### config.mk
export PLATFORM = sky130hd
export DESIGN_NAME = go_to_point_heading_controller_flat
export DESIGN_NICKNAME = d
export VERILOG_FILES = /design/src/gtp_pkg.sv /design/src/gtp_req_if.sv /design/src/gtp_rsp_if.sv /design/src/gtp_front.sv /design/src/gtp_queue.sv /design/src/gtp_back.sv /design/src/go_to_point_heading_controller.sv /design/src/flat_wrapper.sv
export VERILOG_INCLUDE_DIRS = /design/src /design/src/src
export SDC_FILE = /design/constraint.sdc
export NUM_CORES = 2
export LEC_CHECK = 0
export BUFFER_PORTS_ARGS = -buffer_cell sky130_fd_sc_hd__buf_4
export CORE_AREA = 2 2 484 486
export CTS_CLUSTER_DIAMETER = 40
export DETAILED_ROUTE_END_ITERATION = 8
export DIE_AREA = 0 0 486 488
export PLACE_DENSITY = 0.58
export SYNTH_ARGS = -nofsm -noshare
export SYNTH_HDL_FRONTEND = slang
export SYNTH_SLANG_ARGS = --single-unit
### constraint.sdc
create_clock -name clock -period 13.1 [get_ports clock]
set_input_delay 1.965 -clock clock [delete_from_list [all_inputs] [get_ports clock]]
set_output_delay 1.965 -clock clock [all_outputs]
set_load 0.005 [all_outputs]
### src/go_to_point_heading_controller_assert.svh
// ----------------------------------------------------------------------------
// Go-to-point controller assertion macros
// Shared macros for the concurrent checks of the controller.
// ----------------------------------------------------------------------------
`ifndef GO_TO_POINT_HEADING_CONTROLLER_ASSERT_SVH
`define GO_TO_POINT_HEADING_CONTROLLER_ASSERT_SVH

// Check that holds on every clock edge outside reset.
`define GTP_ASSERT(name, clk, rst, prop, msg) \
   name: assert property (@(posedge clk) disable iff (rst) prop) else $error(msg);

// Check that also holds during reset.
`define GTP_ASSERT_ALWAYS(name, clk, prop, msg) \
   name: assert property (@(posedge clk) prop) else $error(msg);

`endif

### src/gtp_pkg.sv
// ----------------------------------------------------------------------------
// Go-to-point controller package
// Shared widths, constants, the arctangent table and the common types.
// ----------------------------------------------------------------------------
`default_nettype none

package gtp_pkg;

   localparam int CORDIC_STEPS_DEF = 16;
   localparam int TABLE_LEN        = 24;
   localparam int CNT_W            = $clog2(TABLE_LEN);
   localparam int XY_W             = 36;
   localparam int Z_W              = 28;
   localparam int ERR_W            = 18;
   localparam int ANG_SHIFT        = 11;
   localparam int QUEUE_DEPTH      = 2;

   localparam logic signed [Z_W-1:0]   PI_Q24     = Z_W'(52707179);
   localparam logic signed [ERR_W-1:0] PI_Q13     = ERR_W'(25736);
   localparam logic signed [ERR_W-1:0] TWO_PI_Q13 = ERR_W'(51472);

   localparam logic [2:0] CSR_TARGET_X      = 3'd0;
   localparam logic [2:0] CSR_TARGET_Y      = 3'd1;
   localparam logic [2:0] CSR_HEADING_TOL   = 3'd2;
   localparam logic [2:0] CSR_DISTANCE_TOL  = 3'd3;
   localparam logic [2:0] CSR_TURN_RATE     = 3'd4;
   localparam logic [2:0] CSR_FORWARD_SPEED = 3'd5;

   typedef enum logic [1:0] {
      MODE_ALIGN = 2'd0,
      MODE_DRIVE = 2'd1,
      MODE_STOP  = 2'd2
   } mode_type;

   typedef struct packed {
      logic signed [31:0] target_x;
      logic signed [31:0] target_y;
      logic [14:0]        heading_tol;
      logic [30:0]        distance_tol;
      logic [14:0]        turn_rate;
      logic [19:0]        forward_speed;
   } cfg_type;

   typedef struct packed {
      logic                  on_target;
      logic signed [XY_W-1:0] x0;
      logic signed [XY_W-1:0] y0;
      logic signed [Z_W-1:0]  z0;
      logic [31:0]           ax;
      logic [31:0]           ay;
      logic signed [15:0]    heading;
   } work_type;

   function automatic logic [23:0] atan_q24(input logic [CNT_W-1:0] idx);
      logic [23:0] v;
      case (idx)
         5'd0:  v = 24'd13176795;
         5'd1:  v = 24'd7778716;
         5'd2:  v = 24'd4110060;
         5'd3:  v = 24'd2086331;
         5'd4:  v = 24'd1047214;
         5'd5:  v = 24'd524117;
         5'd6:  v = 24'd262123;
         5'd7:  v = 24'd131069;
         5'd8:  v = 24'd65536;
         5'd9:  v = 24'd32768;
         5'd10: v = 24'd16384;
         5'd11: v = 24'd8192;
         5'd12: v = 24'd4096;
         5'd13: v = 24'd2048;
         5'd14: v = 24'd1024;
         5'd15: v = 24'd512;
         5'd16: v = 24'd256;
         5'd17: v = 24'd128;
         5'd18: v = 24'd64;
         5'd19: v = 24'd32;
         5'd20: v = 24'd16;
         5'd21: v = 24'd8;
         5'd22: v = 24'd4;
         5'd23: v = 24'd2;
         default: v = 24'd0;
      endcase
      return v;
   endfunction

endpackage

`default_nettype wire

### src/gtp_req_if.sv
// ----------------------------------------------------------------------------
// Pose request channel
// Valid/ready channel that carries one robot pose per transfer.
// ----------------------------------------------------------------------------
`default_nettype none

interface gtp_req_if;
   logic               valid;
   logic               ready;
   logic signed [31:0] pose_x;
   logic signed [31:0] pose_y;
   logic signed [15:0] heading;

   modport source (output valid, output pose_x, output pose_y, output heading,
                   input ready);
   modport sink   (input valid, input pose_x, input pose_y, input heading,
                   output ready);
endinterface

`default_nettype wire

### src/gtp_rsp_if.sv
// ----------------------------------------------------------------------------
// Motion command channel
// Valid/ready channel that carries one command result per transfer.
// ----------------------------------------------------------------------------
`default_nettype none

interface gtp_rsp_if;
   logic               valid;
   logic               ready;
   logic signed [15:0] angular_cmd;
   logic [19:0]        linear_cmd;
   logic               cmd_valid;
   logic [1:0]         mode_now;
   logic               finished;

   modport source (output valid, output angular_cmd, output linear_cmd,
                   output cmd_valid, output mode_now, output finished,
                   input ready);
   modport sink   (input valid, input angular_cmd, input linear_cmd,
                   input cmd_valid, input mode_now, input finished,
                   output ready);
endinterface

`default_nettype wire

### src/gtp_front.sv
// ----------------------------------------------------------------------------
// Go-to-point front end
// Takes pose transfers, forms the offset to the target and folds it into
// the right half plane for the CORDIC.
// ----------------------------------------------------------------------------
`default_nettype none

module gtp_front
   import gtp_pkg::*;
(
   gtp_req_if.sink    req_bus,
   input  cfg_type    cfg,
   input  logic       queue_full,
   output logic       push,
   output work_type   work
);

   logic signed [33:0] dx;
   logic signed [33:0] dy;
   logic signed [33:0] ndx;
   logic signed [33:0] ndy;
   logic signed [33:0] xr;
   logic signed [33:0] yr;
   logic               left;

   assign dx   = 34'(cfg.target_x) - 34'(req_bus.pose_x);
   assign dy   = 34'(cfg.target_y) - 34'(req_bus.pose_y);
   assign ndx  = -dx;
   assign ndy  = -dy;
   assign left = dx[33];
   assign xr   = left ? ndx : dx;
   assign yr   = left ? ndy : dy;

   assign req_bus.ready = !queue_full;
   assign push          = req_bus.valid && !queue_full;

   always_comb begin
      work.on_target = (dx == '0) && (dy == '0);
      work.x0        = XY_W'(xr);
      work.y0        = XY_W'(yr);
      work.z0        = left ? (dy[33] ? -PI_Q24 : PI_Q24) : '0;
      work.ax        = xr[31:0];
      work.ay        = dy[33] ? ndy[31:0] : dy[31:0];
      work.heading   = req_bus.heading;
   end

endmodule

`default_nettype wire

### src/gtp_queue.sv
// ----------------------------------------------------------------------------
// Go-to-point work queue
// Short queue of prepared items between the front end and the back end.
// ----------------------------------------------------------------------------
`default_nettype none

module gtp_queue
   import gtp_pkg::*;
(
   input  logic     clock,
   input  logic     reset,
   input  logic     push,
   input  work_type push_data,
   input  logic     pop,
   output logic     full,
   output logic     not_empty,
   output work_type pop_data
);

   localparam int PTR_W = $clog2(QUEUE_DEPTH);

   work_type           mem_ff [QUEUE_DEPTH];
   logic [PTR_W-1:0]   wr_ptr_ff;
   logic [PTR_W-1:0]   rd_ptr_ff;
   logic [PTR_W:0]     count_ff;

   assign full      = (count_ff == (PTR_W+1)'(QUEUE_DEPTH));
   assign not_empty = (count_ff != '0);
   assign pop_data  = mem_ff[rd_ptr_ff];

   always_ff @(posedge clock) begin
      if (push) begin
         mem_ff[wr_ptr_ff] <= push_data;
      end
   end

   always_ff @(posedge clock) begin
      if (reset) begin
         wr_ptr_ff <= '0;
         rd_ptr_ff <= '0;
         count_ff  <= '0;
      end else begin
         if (push) begin
            wr_ptr_ff <= (wr_ptr_ff == PTR_W'(QUEUE_DEPTH-1)) ? '0 : wr_ptr_ff + 1'b1;
         end
         if (pop) begin
            rd_ptr_ff <= (rd_ptr_ff == PTR_W'(QUEUE_DEPTH-1)) ? '0 : rd_ptr_ff + 1'b1;
         end
         if (push && !pop) begin
            count_ff <= count_ff + 1'b1;
         end else if (pop && !push) begin
            count_ff <= count_ff - 1'b1;
         end
      end
   end

endmodule

`default_nettype wire

### src/gtp_back.sv
// ----------------------------------------------------------------------------
// Go-to-point back end
// Runs the CORDIC bearing, the squared distances and the mode machine, and
// holds the result register.
// ----------------------------------------------------------------------------
`default_nettype none

module gtp_back
   import gtp_pkg::*;
#(
   parameter int CORDIC_STEPS = CORDIC_STEPS_DEF
) (
   input  logic       clock,
   input  logic       reset,
   input  cfg_type    cfg,
   input  logic       work_ready,
   input  work_type   work,
   output logic       pop,
   gtp_rsp_if.source  rsp_bus
);

   localparam int STEPS = (CORDIC_STEPS > TABLE_LEN) ? TABLE_LEN : CORDIC_STEPS;

   typedef enum logic [2:0] {
      ST_IDLE,
      ST_ROTATE,
      ST_MUL_X,
      ST_MUL_Y,
      ST_MUL_T,
      ST_ERROR,
      ST_DECIDE
   } state_type;

   state_type              state_ff;
   logic [CNT_W-1:0]       cnt_ff;
   logic signed [XY_W-1:0] x_ff;
   logic signed [XY_W-1:0] y_ff;
   logic signed [Z_W-1:0]  z_ff;
   logic                   on_target_ff;
   logic [31:0]            ax_ff;
   logic [31:0]            ay_ff;
   logic signed [15:0]     hd_ff;
   logic [63:0]            sx_ff;
   logic [63:0]            sy_ff;
   logic [63:0]            t2_ff;
   logic signed [ERR_W-1:0] err_ff;
   mode_type               mode_ff;
   logic                   stop_sent_ff;
   logic                   out_valid_ff;
   logic signed [15:0]     out_ang_ff;
   logic [19:0]            out_lin_ff;
   logic                   out_cmd_ff;
   mode_type               out_mode_ff;

   logic signed [XY_W-1:0] xs;
   logic signed [XY_W-1:0] ys;
   logic signed [Z_W-1:0]  at;
   logic [31:0]            mul_a;
   logic [31:0]            mul_b;
   logic [63:0]            prod;
   logic signed [Z_W-1:0]  z_round;
   logic signed [ERR_W-1:0] bearing;
   logic signed [ERR_W-1:0] err_raw;
   logic signed [ERR_W-1:0] err_wrap;
   logic [ERR_W-1:0]       aerr;
   logic                   big;
   logic [64:0]            d2;
   logic                   far;
   logic                   out_free;
   mode_type               dec_mode;
   logic                   dec_sent;
   logic                   dec_cmd;
   logic signed [15:0]     dec_ang;
   logic [19:0]            dec_lin;

   assign xs = x_ff >>> cnt_ff;
   assign ys = y_ff >>> cnt_ff;
   assign at = Z_W'(atan_q24(cnt_ff));

   always_comb begin
      case (state_ff)
         ST_MUL_X: begin
            mul_a = ax_ff;
            mul_b = ax_ff;
         end
         ST_MUL_Y: begin
            mul_a = ay_ff;
            mul_b = ay_ff;
         end
         default: begin
            mul_a = {1'b0, cfg.distance_tol};
            mul_b = {1'b0, cfg.distance_tol};
         end
      endcase
   end

   assign prod = mul_a * mul_b;

   assign z_round = (z_ff + Z_W'(1 << (ANG_SHIFT - 1))) >>> ANG_SHIFT;
   assign bearing = on_target_ff ? '0 : ERR_W'(z_round);
   assign err_raw = bearing - ERR_W'(hd_ff);

   always_comb begin
      if (err_raw > PI_Q13) begin
         err_wrap = err_raw - TWO_PI_Q13;
      end else if (err_raw < -PI_Q13) begin
         err_wrap = err_raw + TWO_PI_Q13;
      end else begin
         err_wrap = err_raw;
      end
   end

   assign aerr = err_ff[ERR_W-1] ? ERR_W'(-err_ff) : ERR_W'(err_ff);
   assign big  = aerr > ERR_W'(cfg.heading_tol);
   assign d2   = {1'b0, sx_ff} + {1'b0, sy_ff};
   assign far  = d2 > {1'b0, t2_ff};

   always_comb begin
      dec_mode = mode_ff;
      dec_sent = stop_sent_ff;
      dec_cmd  = 1'b0;
      dec_ang  = '0;
      dec_lin  = '0;
      case (mode_ff)
         MODE_DRIVE: begin
            if (far) begin
               dec_lin = cfg.forward_speed;
               dec_cmd = 1'b1;
            end else begin
               dec_mode = MODE_STOP;
            end
            if (big) begin
               dec_mode = MODE_ALIGN;
            end
         end
         MODE_STOP: begin
            if (!stop_sent_ff) begin
               dec_cmd  = 1'b1;
               dec_sent = 1'b1;
            end
         end
         default: begin
            if (big) begin
               dec_ang  = (err_ff > 0) ? $signed({1'b0, cfg.turn_rate})
                                       : -$signed({1'b0, cfg.turn_rate});
               dec_cmd  = 1'b1;
               dec_mode = MODE_ALIGN;
            end else begin
               dec_mode = MODE_DRIVE;
            end
         end
      endcase
   end

   assign out_free = !out_valid_ff || rsp_bus.ready;
   assign pop      = (state_ff == ST_IDLE) && work_ready;

   always_ff @(posedge clock) begin
      if (reset) begin
         state_ff     <= ST_IDLE;
         mode_ff      <= MODE_ALIGN;
         stop_sent_ff <= 1'b0;
         out_valid_ff <= 1'b0;
      end else begin
         if (out_valid_ff && rsp_bus.ready && (state_ff != ST_DECIDE)) begin
            out_valid_ff <= 1'b0;
         end
         case (state_ff)
            ST_IDLE: begin
               if (work_ready) begin
                  x_ff         <= work.x0;
                  y_ff         <= work.y0;
                  z_ff         <= work.z0;
                  on_target_ff <= work.on_target;
                  ax_ff        <= work.ax;
                  ay_ff        <= work.ay;
                  hd_ff        <= work.heading;
                  cnt_ff       <= '0;
                  state_ff     <= ST_ROTATE;
               end
            end
            ST_ROTATE: begin
               if (y_ff > 0) begin
                  x_ff <= x_ff + ys;
                  y_ff <= y_ff - xs;
                  z_ff <= z_ff + at;
               end else begin
                  x_ff <= x_ff - ys;
                  y_ff <= y_ff + xs;
                  z_ff <= z_ff - at;
               end
               cnt_ff <= cnt_ff + 1'b1;
               if (cnt_ff == CNT_W'(STEPS - 1)) begin
                  state_ff <= ST_MUL_X;
               end
            end
            ST_MUL_X: begin
               sx_ff    <= prod;
               state_ff <= ST_MUL_Y;
            end
            ST_MUL_Y: begin
               sy_ff    <= prod;
               state_ff <= ST_MUL_T;
            end
            ST_MUL_T: begin
               t2_ff    <= prod;
               state_ff <= ST_ERROR;
            end
            ST_ERROR: begin
               err_ff   <= err_wrap;
               state_ff <= ST_DECIDE;
            end
            ST_DECIDE: begin
               if (out_free) begin
                  mode_ff      <= dec_mode;
                  stop_sent_ff <= dec_sent;
                  out_valid_ff <= 1'b1;
                  out_ang_ff   <= dec_ang;
                  out_lin_ff   <= dec_lin;
                  out_cmd_ff   <= dec_cmd;
                  out_mode_ff  <= dec_mode;
                  state_ff     <= ST_IDLE;
               end
            end
            default: begin
               state_ff <= ST_IDLE;
            end
         endcase
      end
   end

   assign rsp_bus.valid       = out_valid_ff;
   assign rsp_bus.angular_cmd = out_ang_ff;
   assign rsp_bus.linear_cmd  = out_lin_ff;
   assign rsp_bus.cmd_valid   = out_cmd_ff;
   assign rsp_bus.mode_now    = out_mode_ff;
   assign rsp_bus.finished    = (out_mode_ff == MODE_STOP);

endmodule

`default_nettype wire

### src/go_to_point_heading_controller.sv
// ----------------------------------------------------------------------------
// Go-to-point heading controller
// Turn-then-drive controller: one pose transfer in, one command transfer out.
//
// The req_bus channel takes one pose per transfer; the rsp_bus channel gives
// one result per pose, in order. Targets, tolerances and command magnitudes
// are written through the csr_ port, one register per write; the user must
// write them only while idle, as the block itself does not enforce this.
// A front end forms the target offset and places it in a two-entry queue, so
// up to two poses are taken while the back end is busy. The back end handles
// one pose at a time: it loads the pose, runs CORDIC_STEPS steps of the shared
// CORDIC rotator (capped at 24), uses the one shared multiplier for the
// squared offsets and the squared distance tolerance, then forms the
// heading error and decides. Results wait in an output register; when the
// receiver stalls, the back end holds its finished result in the decide
// step and the queue then fills and drops req_bus.ready.
// Reset clears the queue, the output register and the mode to align, and
// restores the register defaults.
// ----------------------------------------------------------------------------
`default_nettype none

module go_to_point_heading_controller
   import gtp_pkg::*;
#(
   parameter int CORDIC_STEPS = CORDIC_STEPS_DEF
) (
   input  logic        clock,
   input  logic        reset,
   gtp_req_if.sink     req_bus,
   gtp_rsp_if.source   rsp_bus,
   input  logic        csr_we,
   input  logic [2:0]  csr_index,
   input  logic [31:0] csr_wdata
);

`include "go_to_point_heading_controller_assert.svh"

   cfg_type  cfg_ff;
   logic     push;
   logic     pop;
   logic     queue_full;
   logic     queue_ready;
   work_type push_data;
   work_type pop_data;

   always_ff @(posedge clock) begin
      if (reset) begin
         cfg_ff.target_x      <= '0;
         cfg_ff.target_y      <= '0;
         cfg_ff.heading_tol   <= 15'd143;
         cfg_ff.distance_tol  <= 31'd6554;
         cfg_ff.turn_rate     <= 15'd1638;
         cfg_ff.forward_speed <= 20'd32768;
      end else if (csr_we) begin
         case (csr_index)
            CSR_TARGET_X:      cfg_ff.target_x      <= csr_wdata;
            CSR_TARGET_Y:      cfg_ff.target_y      <= csr_wdata;
            CSR_HEADING_TOL:   cfg_ff.heading_tol   <= csr_wdata[14:0];
            CSR_DISTANCE_TOL:  cfg_ff.distance_tol  <= csr_wdata[30:0];
            CSR_TURN_RATE:     cfg_ff.turn_rate     <= csr_wdata[14:0];
            CSR_FORWARD_SPEED: cfg_ff.forward_speed <= csr_wdata[19:0];
            default: begin
            end
         endcase
      end
   end

   gtp_front u_front (
      .req_bus    (req_bus),
      .cfg        (cfg_ff),
      .queue_full (queue_full),
      .push       (push),
      .work       (push_data)
   );

   gtp_queue u_queue (
      .clock     (clock),
      .reset     (reset),
      .push      (push),
      .push_data (push_data),
      .pop       (pop),
      .full      (queue_full),
      .not_empty (queue_ready),
      .pop_data  (pop_data)
   );

   gtp_back #(
      .CORDIC_STEPS (CORDIC_STEPS)
   ) u_back (
      .clock      (clock),
      .reset      (reset),
      .cfg        (cfg_ff),
      .work_ready (queue_ready),
      .work       (pop_data),
      .pop        (pop),
      .rsp_bus    (rsp_bus)
   );

   `GTP_ASSERT(a_finished_mode, clock, reset, rsp_bus.valid |-> (rsp_bus.finished == (rsp_bus.mode_now == MODE_STOP)), "finished disagrees with mode")
   `GTP_ASSERT(a_idle_zero, clock, reset, (rsp_bus.valid && !rsp_bus.cmd_valid) |-> (rsp_bus.angular_cmd == 16'sd0 && rsp_bus.linear_cmd == 20'd0), "silent result carries a command")
   `GTP_ASSERT(a_turn_in_align, clock, reset, (rsp_bus.valid && rsp_bus.angular_cmd != 16'sd0) |-> (rsp_bus.mode_now == MODE_ALIGN && rsp_bus.linear_cmd == 20'd0), "turn command outside align")

endmodule

`default_nettype wire

### src/flat_wrapper.sv
// flat-port wrapper written by rule: the top's interface ports become plain ports
module go_to_point_heading_controller_flat import gtp_pkg::*;
#(
   parameter int CORDIC_STEPS = CORDIC_STEPS_DEF
)
  (clock, reset, csr_we, csr_index, csr_wdata, req_bus_valid, req_bus_pose_x, req_bus_pose_y, req_bus_heading, req_bus_ready, rsp_bus_valid, rsp_bus_angular_cmd, rsp_bus_linear_cmd, rsp_bus_cmd_valid, rsp_bus_mode_now, rsp_bus_finished, rsp_bus_ready);
  gtp_req_if req_bus_i ();
  gtp_rsp_if rsp_bus_i ();
  input  logic clock;
  input  logic reset;
  input  logic csr_we;
  input  logic [2:0] csr_index;
  input  logic [31:0] csr_wdata;
  input wire logic [$bits(req_bus_i.valid)-1:0] req_bus_valid;
  input wire logic [$bits(req_bus_i.pose_x)-1:0] req_bus_pose_x;
  input wire logic [$bits(req_bus_i.pose_y)-1:0] req_bus_pose_y;
  input wire logic [$bits(req_bus_i.heading)-1:0] req_bus_heading;
  output wire logic [$bits(req_bus_i.ready)-1:0] req_bus_ready;
  output wire logic [$bits(rsp_bus_i.valid)-1:0] rsp_bus_valid;
  output wire logic [$bits(rsp_bus_i.angular_cmd)-1:0] rsp_bus_angular_cmd;
  output wire logic [$bits(rsp_bus_i.linear_cmd)-1:0] rsp_bus_linear_cmd;
  output wire logic [$bits(rsp_bus_i.cmd_valid)-1:0] rsp_bus_cmd_valid;
  output wire logic [$bits(rsp_bus_i.mode_now)-1:0] rsp_bus_mode_now;
  output wire logic [$bits(rsp_bus_i.finished)-1:0] rsp_bus_finished;
  input wire logic [$bits(rsp_bus_i.ready)-1:0] rsp_bus_ready;
  assign req_bus_i.valid = req_bus_valid;
  assign req_bus_i.pose_x = req_bus_pose_x;
  assign req_bus_i.pose_y = req_bus_pose_y;
  assign req_bus_i.heading = req_bus_heading;
  assign req_bus_ready = req_bus_i.ready;
  assign rsp_bus_valid = rsp_bus_i.valid;
  assign rsp_bus_angular_cmd = rsp_bus_i.angular_cmd;
  assign rsp_bus_linear_cmd = rsp_bus_i.linear_cmd;
  assign rsp_bus_cmd_valid = rsp_bus_i.cmd_valid;
  assign rsp_bus_mode_now = rsp_bus_i.mode_now;
  assign rsp_bus_finished = rsp_bus_i.finished;
  assign rsp_bus_i.ready = rsp_bus_ready;
  go_to_point_heading_controller #(.CORDIC_STEPS(CORDIC_STEPS)) u_core (.clock(clock), .reset(reset), .req_bus(req_bus_i), .rsp_bus(rsp_bus_i), .csr_we(csr_we), .csr_index(csr_index), .csr_wdata(csr_wdata));
endmodule
# Yosys cells after proc, flatten, opt, wreduce, memory -nomap -nowiden
# Memories as Yosys holds them, arrays and structs flattened. A register that Yosys moved wholly into a read port is not among the register bits.
# Cells that the tools add are included.
# totals
register_bits	591
latch_bits	0
ramBits	362
rom_bits	768
out_inout_bits	42
elab_cells	169
mem_count	2
# classes
n_addsub	22
mul	1
div_mod_pow	0
order_cmp	6
eq_ne	20
n_shift	2
muxes	46
n_bitwise	2
n_reduce_logical	38
# memory_table
name	words	word_bits	read_ports	rd_clocked_by_memory_dff	wr	line_no	rtl
(name not given)	32	24	1	1	0	gtp_pkg.sv:56	case (idx)
u_core.u_queue.mem_ff	2	181	1	1	1	gtp_queue.sv:22	work_type mem_ff [QUEUE_DEPTH];
# op_table
operator	count
36-bit 2-to-1 mux	4
36-bit case mux with 2 select lines	2
28-bit 2-to-1 mux	4
36-bit adder	2
18-bit 2-to-1 mux	4
36-bit by 5-bit >>> shifter with 36-bit output	2
36-bit subtractor	2
34-bit zero test	2
34-bit 2-to-1 mux	2
32-bit by 32-bit subtractor with 33-bit output	2
64-bit by 64-bit adder with 65-bit output	1
65-bit by 64-bit greater-than comparator with 1-bit output	1
32-bit by 32-bit multiplier with 64-bit output	1
32-bit case mux with 2 select lines	1
28-bit case mux with 2 select lines	1
36-bit by 1-bit greater-than comparator with 1-bit output, second input constant	1
33-bit negation with 34-bit output	1
34-bit negation	1
32-bit 2-to-1 mux	1
28-bit by 12-bit adder with 28-bit output, second input constant	1
28-bit by 25-bit adder with 28-bit output	1
28-bit by 25-bit subtractor with 28-bit output	1
2-bit AND reduction	12
3-bit case mux with 7 select lines	1
38 further kinds	86

# Longest topological paths before layout
# depth
ltp_word	7
depth_mapped	37
depth_no_buf	34

# Modules after synthesis
# From an unflattened synthesis, not the netlist that was laid out.
# unflattened
cells_unflattened	8968
area_unflattened_um2	91298.8
# by_module_without_submodules
module	instances	cells_per_inst	area_per_inst_um2	seq_area_each_um2
gtp_back	1	6729	64505.6	13593.0
gtp_queue	1	585	13623.1	10970.5
gtp_front	1	1121	7392.1	0.0
go_to_point_heading_controller	1	533	5778.0	2902.8

# Least setup slack after synthesis
# No wires, ideal clock.
# synth_path
path_type	register to register
startpoint	register u_core.u_back.state_ff[0]
endpoint	register u_core.u_back.sx_ff[62] (data pin)
t_arrival_ps	9024
required_time_ps	12832
setup_slack_ps	3808
path_stages_with_launch	32
path_cell_list	dfxtp_1 clkbuf_1 buf_1 mux2i_1 o21ai_1 clkinv_1 clkbuf_1 nor2_1 inv_1 fa_1 fa_1 inv_1 fa_1 inv_1 fa_1 inv_1 fa_1 fa_1 fa_1 fa_1 ha_1 a21oi_1 o21ai_0 a2111oi_0 o31ai_1 a41oi_1 o32ai_1 o21ai_0 o31a_1 o21ai_0 a41oi_1 xnor2_1
# synth_between
elab_chain_len	3
# synth_rtl
element	line_no	rtl
start, declared	gtp_back.sv:34	state_type state_ff;
start signal, assigned	gtp_back.sv:160	state_ff <= ST_IDLE;
start signal, assigned	gtp_back.sv:179	state_ff <= ST_ROTATE;
start signal, assigned	gtp_back.sv:194	state_ff <= ST_MUL_X;
3-bit by 2-bit equality test with 1-bit output	gtp_back.sv:81	case (state_ff)
32-bit case mux with 2 select lines *	gtp_back.sv:81	
32-bit by 32-bit multiplier with 64-bit output *	gtp_back.sv:97	assign prod = mul_a * mul_b;
named net u_core.u_back.prod[62]	gtp_back.sv:60	logic [63:0] prod;
end signal, assigned	gtp_back.sv:198	sx_ff <= prod;
end, declared	gtp_back.sv:43	logic [63:0] sx_ff;
# The timed path passes the listed nets; every way through them passes the cells marked *.
# A chain may end at the register's enable or synchronous reset.

# Final worst setup path
# layout_path
startpoint	register u_core.u_back.state_ff[2]
endpoint	register u_core.u_back.t2_ff[62] (data pin)
# layout_between
elab_chain_len	3
# layout_rtl
element	line_no	rtl
3-bit by 2-bit equality test with 1-bit output	gtp_back.sv:81	
32-bit case mux with 2 select lines *	gtp_back.sv:81	
32-bit by 32-bit multiplier with 64-bit output *	gtp_back.sv:97	
named net u_core.u_back.prod[62]	gtp_back.sv:60	
end signal, assigned	gtp_back.sv:206	t2_ff <= prod;
end, declared	gtp_back.sv:45	logic [63:0] t2_ff;
# Marked as above.

==> flow_summary_export.csv <==
group,metric,value,unit
run_status,outcome,"complete, no violations",
detailed_routing,wl_per_cell,22.8,um
worst_hold_path,min_path_cells,2,
floorplan,io_pins,162,
sta,relSlewSlack,0.164,
setup_path,cp_max_fo,42,
sta,finClkSkew,52.7,ps
synthesis,synth-seq-area-share,0.285,
sta,min_period_over_period,0.883,
pwr,design_power_total,20.1,mW
synthesis,syn-cell-area,83200,um^2
detailed_routing,drc,0,
synthesis,synth_top_family_by_area,"adder cells",
cts,cts_setup_buffers,0,
pwr,leakagePower,41.5,nW
floorplan,die_w,486,um
setup_path,cp.arrival,12070,ps
final_layout,post_layout_nonfiller_instances,11900,
final_layout,final_util,0.399,
grt,first_global_vias,65700,
cts,cts.hold.buffers_added,0,
detailed_routing,ant_nets,0,
synthesis,synth-xor-area-share,0.0550,
setup_path,rr_endpoint,"u_core.u_back.t2_ff[62]",
synthesis,syn_inst,8643,
sta,rsz0062_at_grt,"no",
final_layout,drive_gt1_frac,0.0885,
placement,dp_hpwl,211000,um
sta,setup_tns,0,ps
setup_path,cp-end-kind,"flop",
setup_path,cp_slowest_stage_delay,1080,ps
sta,slew_violations,0,
cts,cts-htree-levels,4,
final_layout,finish.instance_area,92600,um^2
synthesis,ys_types,101,
setup_path,startpoint_type,"flop",
placement,preCtsSetupSlack,1660,ps
worst_hold_path,hold_class,"flop to flop",
detailed_routing,drt_first_pass_iters,8,
synthesis,synth_top_cells_by_area,"edfxtp_1 (24%), fa_1 (19%), ha_1 (9.5%), inv_1 (5.8%), dfxtp_1 (4.4%)",
floorplan,core_area,232000,um^2
floorplan,fp.dieArea,237000,um^2
floorplan,placement_rows,177,
cts,cts_tree,"yes",
synthesis,synth_mux_area_frac,0.0512,
sta,whs,451,ps
synthesis,ys_seq_elements,851,
final_layout,fin_nets,10300,
synthesis,synth_edf_count,670,
synthesis,synth_top_area_frac,0.242,
pwr,power_density,217,nW/um^2
cts,insertion_delay,800,ps
cts,cts.sink_count,851,
synthesis,synth-async-reset-ratio,0,
sta,max_freq,86.4,MHz
placement,portBuffers,161,
detailed_routing,drt_iter0_markers,5563,
synthesis,synthFlopType,"edfxtp_1",
grt,gr-total-overflow,0,
setup_path,slowest_stage,"a2111oi_0",
synthesis,yosys.area_share.adder,0.287,
synthesis,yosysWarningCount,0,
sta,tightest_slew,1220,ps
final_layout,syn2layout_area_growth,11.2,%
pwr,peakVddDrop,0.000245,V
grt,grt_usage,0.226,
setup_path,rr_startpoint,"u_core.u_back.state_ff[2]",
placement,dpl.cell_count,11600,
synthesis,synth_compound_area_frac,0.121,
job,max-cap-violations,0,
placement,gp_congestion,0.966,
cts,cts.clk_slew.worst_paths,60,ps
floorplan,die_h,488,um
setup_path,r2r_slack,1530,ps
synthesis,synthSimpleGateAreaFrac,0.124,
setup_path,critPathKind,"flop to flop",
sta,finalHoldViolCount,0,
sta,worst_slack,1530,ps
cts,cts_resized,0,
cts,cts-root-buf,"clkbuf_16",
setup_path,cpMostUsedCell,"fa_1",
worst_hold_path,holdPathEnd,"u_core.cfg_ff[17]",
sta,timing.final.crit_period,11570,ps
placement,placed_area,87900,um^2
setup_path,required,13600,ps
setup_path,ff2ff_path_depth,29,
cts,clock_path_buffers,3,
grt,antenna_found_initial,13,
synthesis,synth_area_leader_cell,"edfxtp_1",
cts,cts_made_buffers,139,
detailed_routing,via_per_inst,5.42,
synthesis,syn_avg_cell_area,9.63,um^2
worst_hold_path,min_from,"u_core.cfg_ff[17]",
grt,grt_pass1_wl,407000,um
floorplan,start_util,0.359,
synthesis,synthTopCellsByCount,"inv_1 (1292), nand2_1 (956), fa_1 (798)",
synthesis,yosysMostFrequentCell,"inv_1",
detailed_routing,num_vias,64400,
detailed_routing,wl,271000,um
grt,grt_max_degree,86,
sta,setup_viol,0,
worst max-delay path by stage:
stage / startpoint / to / slack (ps) / depth (start not counted)
floorplan: u_core.u_back.state_ff[0] / u_core.u_back.sx_ff[62] / 3810 / 31
global placement: u_core.u_back.state_ff[2] / u_core.u_back.sx_ff[62] / 1860 / 29
detailed placement: u_core.u_back.state_ff[2] / u_core.u_back.sy_ff[62] / 1660 / 29
CTS: u_core.u_back.state_ff[2] / u_core.u_back.t2_ff[62] / 1610 / 29
global route: u_core.u_back.state_ff[2] / u_core.u_back.sx_ff[62] / 1120 / 29
finish: u_core.u_back.state_ff[2] / u_core.u_back.t2_ff[62] / 1530 / 29
cells by family (layout without fill, tap and decap cells):
logic type      after synthesis  count (layout)
mux                         310             310
buf+inv                    1641            1833
fa+ha+maj                  1432            1432
other cells                   1               8
compound gates             1590            1590
xor+xnor                    523             523
flops                       851             851
simple gates               2295            2295
cell usage in the layout (no fill, tap or decap), drive strengths merged, types with 117 or more instances in the layout:
cell       n
dfxtp    181
fa       798
buf      277
a21o     196
edfxtp   670
clkbuf   163
mux2     117
o21ai    343
a21oi    504
ha       634
inv     1330
xnor2    282
nand2    957
xor2     241
nor2     657
sequential cells by signal (all words and copies together) (netlist names), 16 cells and up, named ones only:
| signal | cells |
|---|---|
| u_core.u_queue.mem_ff | 238 |
| u_core.u_back.z_ff | 28 |
| u_core.u_back.rsp_bus.linear_cmd | 20 |
| u_core.u_back.hd_ff | 16 |
| u_core.u_back.sy_ff | 63 |
| u_core.u_back.ay_ff | 32 |
| u_core.u_back.x_ff | 36 |
| u_core.u_back.err_ff | 18 |
| u_core.u_back.at | 24 |
| u_core.u_back.y_ff | 36 |
| u_core.cfg_ff | 145 |
| u_core.u_back.sx_ff | 63 |
| u_core.u_back.t2_ff | 63 |
| u_core.u_back.ax_ff | 32 |
| u_core.u_back.rsp_bus.angular_cmd | 16 |
final cells by class:
cell class | instances | area, um^2
repair buffers | 277 | 2080
diodes | 6 | 15.0
clock inverters | 87 | 1000
multi-input cells | 6152 | 53300
fillers | 22600 | 139000
flip-flops and latches | 851 | 23700
well taps | 3043 | 3810
inverters | 1306 | 4900
clock buffers | 163 | 3690
report_power, final:
part | leakage, nW | switching [mW] | total (mW) | internal [mW]
registers | 7.71 | 0.366 | 4.36 | 3.99
clock network | 2.27 | 1.45 | 3.68 | 2.23
logic | 31.5 | 7.49 | 12.0 | 4.55
critical path, delay by kind of cell (launching register included):
family / cells / cell delay (ps)
buf+inv: 4 / 1320
simple gates: 3 / 1220
xor+xnor: 1 / 120
compound gates: 12 / 3940
flops: 1 / 560
fa+ha+maj: 9 / 4110
layer usage:
metal  track usage  share of wire  routed length (um)
met4        0.0975          0.049               13400
met2         0.370           0.46              125000
met5             0        0.00020                  53
met1         0.294           0.42              113000
met3        0.0380          0.073               19800
Note: power is estimated with default switching activity, not from simulation.
